## src/rtl/stngf_pkg.sv

```systemverilog
// Shared types and constants for the segment table gap finder.
`timescale 1ns / 1ps
package stngf_pkg;

  localparam int unsigned FIELD_BITS = 48;

  typedef enum logic [1:0] {
    CMD_ADD   = 2'd0,
    CMD_QUERY = 2'd1,
    CMD_CLEAR = 2'd2,
    CMD_RSVD  = 2'd3
  } cmd_t;

  typedef enum logic [2:0] {
    ST_OK      = 3'd0,
    ST_INVALID = 3'd1,
    ST_FULL    = 3'd2,
    ST_OVERLAP = 3'd3,
    ST_NOGAP   = 3'd4
  } status_t;

  localparam logic [1:0] CFG_PAGE_SHIFT  = 2'd0;
  localparam logic [1:0] CFG_SPACE_START = 2'd1;
  localparam logic [1:0] CFG_SPACE_END   = 2'd2;

  localparam logic [4:0] PAGE_SHIFT_MAX = 5'd20;

  typedef struct packed {
    logic [1:0]            cmd;
    logic [FIELD_BITS-1:0] address;
    logic [FIELD_BITS-1:0] length;
    logic [3:0]            permissions;
  } in_item_t;

  typedef struct packed {
    logic [2:0]            status;
    logic [FIELD_BITS-1:0] placement;
  } out_item_t;

  // Controller to datapath commands.
  typedef struct packed {
    logic load;     // capture item, compute prechecks
    logic scan;     // examine entry/gap at scan index
    logic insert;   // shift and insert new segment
    logic clear;    // empty the table
  } dp_cmd_t;

  // Datapath to controller status.
  typedef struct packed {
    logic scan_last;  // current scan step is the final one
  } dp_sts_t;

endpackage

```

## src/rtl/stngf_datapath.sv

```systemverilog
// Datapath: segment table, bounds, per-entry overlap and gap evaluation.
`timescale 1ns / 1ps
module stngf_datapath #(
  parameter int unsigned SEGMENTS  = 8,
  parameter int unsigned ADDR_BITS = 48
) (
  input  logic                clk,
  input  logic                rst_n,
  input  stngf_pkg::in_item_t item,
  input  logic [4:0]          page_shift,
  input  logic [stngf_pkg::FIELD_BITS-1:0] space_start,
  input  logic [stngf_pkg::FIELD_BITS-1:0] space_end,
  input  stngf_pkg::dp_cmd_t  cmd,
  output stngf_pkg::dp_sts_t  sts,
  output stngf_pkg::out_item_t result
);
  localparam int unsigned IW = (SEGMENTS > 1) ? $clog2(SEGMENTS) : 1;
  localparam int unsigned CW = $clog2(SEGMENTS + 1);
  localparam int unsigned FB = stngf_pkg::FIELD_BITS;
  // working width: addresses plus carry
  localparam int unsigned W  = ADDR_BITS + 1;

  logic [ADDR_BITS-1:0] base_r   [SEGMENTS];
  logic [ADDR_BITS-1:0] len_r    [SEGMENTS];
  logic [3:0]           perm_r   [SEGMENTS];
  logic [SEGMENTS-1:0]  used_r;

  logic [1:0]           op_r;
  logic [ADDR_BITS-1:0] addr_r, want_r, rl_r, lo_r, hi_r;
  logic [3:0]           pin_r;
  logic [2:0]           st_r;
  logic [CW-1:0]        idx_r, pos_r, cnt_r;
  logic                 found_r;
  logic [ADDR_BITS-1:0] best_r, bdiff_r;

  // ---------------- prechecks (load cycle) ----------------
  logic [4:0]           shf;
  logic [ADDR_BITS-1:0] pmask, a_in, l_in, s_in, e_in, rem, addv, rl_c, lo_c, hi_c;
  logic                 rl_ok, b_ok;
  logic [W-1:0]         rl_sum, lo_sum;
  always_comb begin
    shf   = (page_shift > stngf_pkg::PAGE_SHIFT_MAX) ? stngf_pkg::PAGE_SHIFT_MAX : page_shift;
    pmask = (ADDR_BITS'(1) << shf) - ADDR_BITS'(1);
    a_in  = ADDR_BITS'(item.address);
    l_in  = ADDR_BITS'(item.length);
    s_in  = ADDR_BITS'(space_start);
    e_in  = ADDR_BITS'(space_end);
    rem   = l_in & pmask;
    addv  = (pmask - rem) + ADDR_BITS'(1);
    rl_sum = {1'b0, l_in} + {1'b0, addv};
    rl_ok = (rem == '0) || !rl_sum[ADDR_BITS];
    rl_c  = (rem == '0) ? l_in : rl_sum[ADDR_BITS-1:0];
    lo_sum = {1'b0, s_in | pmask} + W'(1);
    b_ok  = 1'b1;
    lo_c  = s_in;
    if ((s_in & pmask) != '0) begin
      lo_c = lo_sum[ADDR_BITS-1:0];
      if (lo_sum[ADDR_BITS]) b_ok = 1'b0;
    end
    hi_c = e_in & ~pmask;
    if (hi_c <= lo_c) b_ok = 1'b0;
  end

  logic [CW-1:0] used_cnt;
  always_comb begin
    used_cnt = '0;
    for (int i = 0; i < SEGMENTS; i++)
      if (used_r[i]) used_cnt = used_cnt + CW'(1);
  end

  // ---------------- per-step evaluation ----------------
  logic [IW-1:0]        ix, ixm;
  logic [ADDR_BITS-1:0] eb, el, pb, pl;
  logic [W-1:0]         eend, nend, gs, ge, cand, room;
  logic                 ovl, fits;
  logic [ADDR_BITS-1:0] diff;
  always_comb begin
    ix   = idx_r[IW-1:0];
    ixm  = IW'(idx_r - CW'(1));
    eb   = base_r[ix];
    el   = len_r[ix];
    pb   = base_r[ixm];
    pl   = len_r[ixm];
    eend = {1'b0, eb} + {1'b0, el};
    nend = {1'b0, addr_r} + {1'b0, rl_r};
    ovl  = ({1'b0, addr_r} < eend) && ({1'b0, eb} < nend);
    gs   = (idx_r == '0) ? {1'b0, lo_r} : ({1'b0, pb} + {1'b0, pl});
    ge   = (idx_r == cnt_r) ? {1'b0, hi_r} : {1'b0, eb};
    if (gs < {1'b0, lo_r}) gs = {1'b0, lo_r};
    if (ge > {1'b0, hi_r}) ge = {1'b0, hi_r};
    room = ge - gs;
    fits = (ge > gs) && (room >= {1'b0, rl_r});
    if ({1'b0, want_r} < gs)                     cand = gs;
    else if ({1'b0, want_r} > ge - {1'b0, rl_r}) cand = ge - {1'b0, rl_r};
    else                                         cand = {1'b0, want_r};
    diff = (cand[ADDR_BITS-1:0] > addr_r) ? cand[ADDR_BITS-1:0] - addr_r
                                          : addr_r - cand[ADDR_BITS-1:0];
  end

  assign sts.scan_last = (op_r == stngf_pkg::CMD_QUERY) ? (idx_r >= cnt_r)
                       : (idx_r + CW'(1) >= cnt_r);

  always_ff @(posedge clk) begin
    if (!rst_n) begin
      used_r <= '0;
    end else if (cmd.clear) begin
      used_r <= '0;
    end else if (cmd.insert && st_r == stngf_pkg::ST_OK) begin
      used_r <= (used_r << 1) | SEGMENTS'(1);
    end
  end

  always_ff @(posedge clk) begin
    if (cmd.load) begin
      op_r    <= item.cmd;
      addr_r  <= a_in;
      want_r  <= a_in & ~pmask;
      rl_r    <= rl_c;
      lo_r    <= lo_c;
      hi_r    <= hi_c;
      pin_r   <= item.permissions;
      cnt_r   <= used_cnt;
      idx_r   <= '0;
      pos_r   <= used_cnt;
      found_r <= 1'b0;
      best_r  <= '0;
      bdiff_r <= '0;
      unique case (item.cmd)
        stngf_pkg::CMD_ADD: begin
          if ((a_in & pmask) != '0 || l_in == '0 || !rl_ok || !b_ok ||
              a_in < lo_c || a_in > hi_c || rl_c > hi_c - a_in)
            st_r <= stngf_pkg::ST_INVALID;
          else if (used_cnt >= CW'(SEGMENTS))
            st_r <= stngf_pkg::ST_FULL;
          else
            st_r <= stngf_pkg::ST_OK;
        end
        stngf_pkg::CMD_QUERY: begin
          if (l_in == '0)            st_r <= stngf_pkg::ST_INVALID;
          else if (!rl_ok || !b_ok)  st_r <= stngf_pkg::ST_NOGAP;
          else                       st_r <= stngf_pkg::ST_OK;
        end
        stngf_pkg::CMD_CLEAR: st_r <= stngf_pkg::ST_OK;
        default:              st_r <= stngf_pkg::ST_INVALID;
      endcase
    end else if (cmd.scan) begin
      idx_r <= idx_r + CW'(1);
      if (op_r == stngf_pkg::CMD_ADD) begin
        if (idx_r < cnt_r && st_r == stngf_pkg::ST_OK) begin
          if (ovl) st_r <= stngf_pkg::ST_OVERLAP;
          if (eb > addr_r && pos_r == cnt_r) pos_r <= idx_r;
        end
      end else if (st_r == stngf_pkg::ST_OK && fits) begin
        if (!found_r || diff < bdiff_r) begin
          found_r <= 1'b1;
          best_r  <= cand[ADDR_BITS-1:0];
          bdiff_r <= diff;
        end
      end
    end
  end

  // Insert: shift entries at or above pos up by one.
  always_ff @(posedge clk) begin
    if (cmd.insert && st_r == stngf_pkg::ST_OK && op_r == stngf_pkg::CMD_ADD) begin
      for (int i = SEGMENTS - 1; i >= 0; i--) begin
        if (CW'(i) == pos_r) begin
          base_r[i] <= addr_r;
          len_r[i]  <= rl_r;
          perm_r[i] <= pin_r;
        end else if (CW'(i) > pos_r && i > 0) begin
          base_r[i] <= base_r[(i > 0) ? i - 1 : 0];
          len_r[i]  <= len_r[(i > 0) ? i - 1 : 0];
          perm_r[i] <= perm_r[(i > 0) ? i - 1 : 0];
        end
      end
    end
  end

  always_comb begin
    result.status    = st_r;
    result.placement = '0;
    if (op_r == stngf_pkg::CMD_QUERY && st_r == stngf_pkg::ST_OK) begin
      if (found_r) result.placement = FB'(best_r);
      else         result.status    = stngf_pkg::ST_NOGAP;
    end
  end

  // Occupancy stays packed at the front of the table.
  property p_packed;
    @(posedge clk) disable iff (!rst_n) ((used_r + 1'b1) & used_r) == '0;
  endproperty
  a_packed: assert property (p_packed) else $error("table occupancy not packed");

  a_clear: assert property (@(posedge clk) disable iff (!rst_n)
    cmd.clear |=> used_r == '0) else $error("clear left entries");

  a_onecmd: assert property (@(posedge clk) disable iff (!rst_n)
    $onehot0(cmd)) else $error("conflicting datapath commands");
endmodule

```

## src/rtl/stngf_ctrl.sv

```systemverilog
// Controller: sequences load, entry scan, insert or clear, and result strobe.
`timescale 1ns / 1ps
module stngf_ctrl (
  input  logic               clk,
  input  logic               rst_n,
  input  logic               start,
  input  logic [1:0]         item_cmd,
  input  stngf_pkg::dp_sts_t sts,
  output stngf_pkg::dp_cmd_t cmd,
  output logic               busy,
  output logic               done
);
  typedef enum logic [4:0] {
    S_IDLE   = 5'b00001,
    S_SCAN   = 5'b00010,
    S_INSERT = 5'b00100,
    S_CLEAR  = 5'b01000,
    S_DONE   = 5'b10000
  } state_t;

  state_t state_r, state_nxt;
  logic   is_add_r, is_add_nxt;

  always_comb begin
    state_nxt  = state_r;
    is_add_nxt = is_add_r;
    cmd        = '0;
    unique case (state_r)
      S_IDLE: begin
        if (start) begin
          cmd.load   = 1'b1;
          is_add_nxt = (item_cmd == stngf_pkg::CMD_ADD);
          priority if (item_cmd == stngf_pkg::CMD_CLEAR)
            state_nxt = S_CLEAR;
          else if (item_cmd == stngf_pkg::CMD_RSVD)
            state_nxt = S_DONE;
          else
            state_nxt = S_SCAN;
        end
      end
      S_SCAN: begin
        cmd.scan = 1'b1;
        if (sts.scan_last) state_nxt = is_add_r ? S_INSERT : S_DONE;
      end
      S_INSERT: begin
        cmd.insert = 1'b1;
        state_nxt  = S_DONE;
      end
      S_CLEAR: begin
        cmd.clear = 1'b1;
        state_nxt = S_DONE;
      end
      S_DONE:  state_nxt = S_IDLE;
      default: state_nxt = S_IDLE;
    endcase
  end

  always_ff @(posedge clk) begin
    if (!rst_n) begin
      state_r  <= S_IDLE;
      is_add_r <= 1'b0;
    end else begin
      state_r  <= state_nxt;
      is_add_r <= is_add_nxt;
    end
  end

  assign busy = (state_r != S_IDLE);
  assign done = (state_r == S_DONE);

  a_done_idle: assert property (@(posedge clk) disable iff (!rst_n)
    done |=> !busy) else $error("done not followed by idle");
  a_start: assert property (@(posedge clk) disable iff (!rst_n)
    (start && !busy) |=> busy) else $error("accepted command did not start");
  a_ins: assert property (@(posedge clk) disable iff (!rst_n)
    cmd.insert |=> done) else $error("insert not followed by result");
endmodule

```

## src/rtl/segment_table_nearest_gap_finder_unit.sv

```systemverilog
// Top level of the segment table gap finder: config registers and glue.
`timescale 1ns / 1ps
// Usage
//   Input channel: drive in_item with start high; the command is taken at a
//   rising edge where start is high and busy is low. One command at a time.
//   Result channel: out_valid pulses for one cycle with out_item (status and
//   placement). The receiver cannot stall; it must take the result then.
//   Config channel: cfg_valid/cfg_ready write cfg_index/cfg_data; cfg_ready is
//   always high. Register 0 page_shift, 1 space_start, 2 space_end. Write only
//   while idle.
// Sequence (from the transfer edge to the edge that takes the result)
//   add:   load, then a scan of the n stored segments, one entry per cycle
//          (at least one scan step), then one insert state and the strobe.
//   query: load, then a scan of the n + 1 gaps, one per cycle, and the strobe.
//   clear: load, clear state and strobe; unknown commands: load and strobe.
//   busy is low again the cycle after the strobe; no new command is taken
//   while busy is high.
// Reset
//   rst_n synchronous, active low: table empty, page_shift 12,
//   space_start 4096, space_end 2^47.
module segment_table_nearest_gap_finder_unit #(
  parameter int unsigned SEGMENTS  = 8,
  parameter int unsigned ADDR_BITS = 48
) (
  input  logic                 clk,
  input  logic                 rst_n,
  input  logic                 start,
  output logic                 busy,
  input  stngf_pkg::in_item_t  in_item,
  output logic                 out_valid,
  output stngf_pkg::out_item_t out_item,
  input  logic                 cfg_valid,
  output logic                 cfg_ready,
  input  logic [1:0]           cfg_index,
  input  logic [stngf_pkg::FIELD_BITS-1:0] cfg_data
);
  logic [4:0]                        page_shift_r;
  logic [stngf_pkg::FIELD_BITS-1:0]  space_start_r, space_end_r;
  stngf_pkg::dp_cmd_t                dcmd;
  stngf_pkg::dp_sts_t                dsts;

  assign cfg_ready = 1'b1;

  // Hold configuration; update on each transfer to a known index.
  always_ff @(posedge clk) begin
    if (!rst_n) begin
      page_shift_r  <= 5'd12;
      space_start_r <= stngf_pkg::FIELD_BITS'(4096);
      space_end_r   <= stngf_pkg::FIELD_BITS'(1) << 47;
    end else if (cfg_valid) begin
      unique case (cfg_index)
        stngf_pkg::CFG_PAGE_SHIFT:  page_shift_r  <= cfg_data[4:0];
        stngf_pkg::CFG_SPACE_START: space_start_r <= cfg_data;
        stngf_pkg::CFG_SPACE_END:   space_end_r   <= cfg_data;
        default: ;
      endcase
    end
  end

  stngf_ctrl u_ctrl (
    .clk      (clk),
    .rst_n    (rst_n),
    .start    (start),
    .item_cmd (in_item.cmd),
    .sts      (dsts),
    .cmd      (dcmd),
    .busy     (busy),
    .done     (out_valid)
  );

  stngf_datapath #(
    .SEGMENTS  (SEGMENTS),
    .ADDR_BITS (ADDR_BITS)
  ) u_dp (
    .clk         (clk),
    .rst_n       (rst_n),
    .item        (in_item),
    .page_shift  (page_shift_r),
    .space_start (space_start_r),
    .space_end   (space_end_r),
    .cmd         (dcmd),
    .sts         (dsts),
    .result      (out_item)
  );
endmodule
```

## config.mk

```make
export PLATFORM = sky130hd
export DESIGN_NAME = segment_table_nearest_gap_finder_unit
export DESIGN_NICKNAME = d
export VERILOG_FILES = /design/src/rtl/stngf_pkg.sv /design/src/rtl/stngf_datapath.sv /design/src/rtl/stngf_ctrl.sv /design/src/rtl/segment_table_nearest_gap_finder_unit.sv
export SDC_FILE = /design/constraint.sdc
export NUM_CORES = 2
export LEC_CHECK = 0
export BUFFER_PORTS_ARGS = -buffer_cell sky130_fd_sc_hd__buf_2
export CORE_MARGIN = 4
export CORE_UTILIZATION = 37
export DETAILED_ROUTE_END_ITERATION = 10
export HOLD_SLACK_MARGIN = 0.15
export PLACE_DENSITY_LB_ADDON = 0.25
export SLEW_MARGIN = 10
export SYNTH_ARGS = -nofsm -noshare
export SYNTH_HDL_FRONTEND = slang
export SYNTH_SLANG_ARGS = --single-unit
```

## constraint.sdc

```tcl
create_clock -name clk -period 22.6 [get_ports clk]
set_input_delay 3.39 -clock clk [delete_from_list [all_inputs] [get_ports clk]]
set_output_delay 3.39 -clock clk [all_outputs]
set_load 0.01 [all_outputs]
```

==> qor.yml <==
synth_top_family_by_area: "multiplexers"
drive_above_1_share_pct: 22.1
synth_mux_area_share_pct: 18.0
r2r_setup_slack_ps: 1870
drtIter0Drc: 9021
synthSimpleGateAreaFrac_pct: 11.4
hp-class: "reg -> reg"
fp.dieH_um: 535
cts_hold_buf: 0
status: "completed"
grt_pass1_vias: 85800
synth_top_area_cell: "edfxtp_1"
setup_viol: 0
finalMaxSlewViolations: 0
crit_path_max_incr_delay_ps: 800
port_buffers: 204
io_pins: 210
synth_top_area_share_pct: 29.8
yosys.cell_types.count: 113
dp_slack_ps: 2090
nets: 12000
fin_skew_ps: 68.7
synth-seq-cells: 1240
grt_use_total_pct: 28.1
cts_htree_levels: 4
multi_input_area_um2: 64200
synthToLayoutAreaGrowth_pct: 14.3
clockBufferDepth: 4
worst-path-buf-inv: 15
power_leakage_nw: 46.4
vias: 87500
wl_per_cell_um: 28.6
cp_max_fo: 73
setup_tns_ps: 0
synth_compound_area_share_pct: 15.8
rr_worst_depth: 74
syn-cell-area_um2: 103000
synth-edff-count: 1021
syn_avg_cell_area_um2: 10.2
clk_pin_slew_ps: 70
max_slew_margin_pct: 11.6
netlist_top_cells_area: "edfxtp_1 (30%), ha_1 (13%), mux2_2 (8.5%)"
hold_viol: 0
insertion_delay_ps: 880
hold_depth: 2
postRouteWirelength_um: 418000
synthFlopType: "edfxtp_1"
endpoint_kind: "flop"
worstReg2RegStart: "u_dp.idx_r[0]"
gp_congestion: 1.02
fmax_mhz: 48.2
ys_warn_count: 0
dp_hpwl_um: 327000
peakVddDrop_uv: 78.7
fin_crit_ps: 20730
syn_inst: 10100
final_antenna_net_count: 0
core-area_um2: 277000
synth_fa_ha_area_share_pct: 13.1
num_rows: 193
seqCellArea_um2: 35100
cts_sinks: 1240
max_slew.worst_pin.slew_ps: 1310
power_density_nw_per_um2: 111
drtPass1Iterations: 6
grt_pass1_wl_um: 592000
ys_seq_area_share_pct: 34.1
r2r-end: "u_dp.bdiff_r[9]"
async_flop_share_pct: 0
antenna_found_initial: 29
cts_inserted_buffers: 153
critPathSlowestCell: "buf_4"
post_cts_buffers: 0
grt_max_degree: 144
critical_path_class: "reg -> reg"
setup_ws_ps: 1870
critPathArrivalTime_ps: 21470
min_from: "space_end_r[7]"
synthXorXnorAreaFrac_pct: 3.64
rsz0062_at_grt: "false"
viasPerCell: 5.99
maxCapViolations: 0
cts_tree: "yes"
crit_required_ps: 23350
die_w_um: 535
fin_util_pct: 42.5
overflow: 0
drc: 0
post-route-period-util_pct: 91.7
crit_top_cell: "buf_4"
die_area_um2: 287000
cts.repair.resized: 0
crit_family: "compound AO/OA/AOI/OAI gates"
cts_root_buffer: "clkbuf_16"
cp-start-kind: "flop"
fill_cells: 26600
hold_end: "space_end_r[7]"
initial_core_util_pct: 37.2
-- through the flow --
stage          power (mW)  instances  instance area [µm²]  hold slack [ps]
3_3_place_gp         10.4      14300               113000              441
4_1_cts              13.0      14600               118000              461
3_5_place_dp         10.5      14300               113000              448
6_report             13.1      14600               118000              458
2_1_floorplan        7.11      10200               103000              417
5_1_grt              13.8      14600               118000              483
-- synthesized netlist by cell type (all sizes together), types with 122 or more instances --
| cell | count |
|---|---|
| a21boi | 125 |
| a21o | 368 |
| a21oi | 732 |
| clkbuf | 356 |
| dfxtp | 219 |
| edfxtp | 1021 |
| ha | 1065 |
| inv | 618 |
| mux2 | 778 |
| mux4 | 384 |
| nand2 | 913 |
| nand2b | 144 |
| nand4 | 167 |
| nor2 | 502 |
| nor2b | 122 |
| o21ai | 717 |
| xnor2 | 233 |
| xor2 | 192 |
-- layer usage --
metal | GRT usage (%) | vias to the layer above | wire, µm
met5 | 0 | - | 43
met4 | 13.6 | 6 | 22700
met3 | 5.68 | 703 | 37500
met2 | 44.3 | 4001 | 187000
met1 | 36.8 | 43500 | 170000
li1 | - | 39200 | -
-- cell usage in the layout (no fill, tap or decap), types with 231 or more instances in the layout --
cell type,count
edfxtp_1,1021
a21o_1,368
mux2_2,778
ha_1,1064
mux4_2,384
inv_1,614
o21ai_0,691
xnor2_1,231
a21oi_1,727
nand2_1,911
buf_4,639
nor2_1,499
-- registers in the layout, summed over array words and instances (netlist names), 5 cells and up, named ones only --
register,flops
u_dp.lo_r,48
space_end_r,48
u_dp.used_r,8
u_dp.rl_r,48
u_dp.bdiff_r,48
space_start_r,48
u_dp.len_r,384
u_dp.addr_r,48
u_dp.want_r,48
u_dp.base_r,384
u_dp.best_r,48
u_dp.hi_r,48
u_ctrl.state_r,5
page_shift_r,5
-- kinds of logic after synthesis --
logic type | after synthesis
and+or+nand+nor | 2445
DFF | 1240
other | 2
AOI/OAI and AO/OA | 2601
buffers and inverters | 1073
adders and majority gates | 1074
xor gates and xnor gates | 425
muxes | 1276
-- how the worst max path moves through the flow --
| stage | start | end | slack [ps] | cells past startpoint |
|---|---|---|---|---|
| finish | u_dp.idx_r[0] | u_dp.bdiff_r[9] | 1870 | 74 |
| global route | u_dp.idx_r[0] | u_dp.best_r[3] | 980 | 74 |
| CTS | u_dp.idx_r[0] | u_dp.best_r[8] | 2030 | 74 |
| detailed placement | u_dp.idx_r[0] | u_dp.bdiff_r[14] | 2090 | 74 |
| global placement | u_dp.idx_r[0] | u_dp.best_r[0] | 2250 | 74 |
| floorplan | u_dp.idx_r[0] | u_dp.bdiff_r[37] | 4630 | 85 |
-- cell type report --
| class | instances | area share, % |
|---|---|---|
| Sequential cell | 1240 | 29.8 |
| Multi-Input combinational cell | 7856 | 54.6 |
| Timing Repair Buffer | 880 | 5.58 |
| Antenna cell | 18 | 0.0383 |
| Clock inverter | 64 | 0.529 |
| Tap cell | 3705 | 3.94 |
| Clock buffer | 207 | 3.56 |
| Inverter | 619 | 1.99 |
-- tightest hold or removal path, cell delays in order, from the launching register on --
cell and delay (ps):
dfxtp_1 300, nand2_1 40, a21boi_0 60
-- report_power, final --
| part | total [mW] | internal, mW | switching [mW] |
|---|---|---|---|
| Clock | 2.46 | 1.41 | 1.06 |
| Sequential | 2.79 | 2.63 | 0.152 |
| Combinational | 7.83 | 3.25 | 4.58 |
| Total | 13.1 | 7.29 | 5.79 |
(Power assumes the default switching activity.)
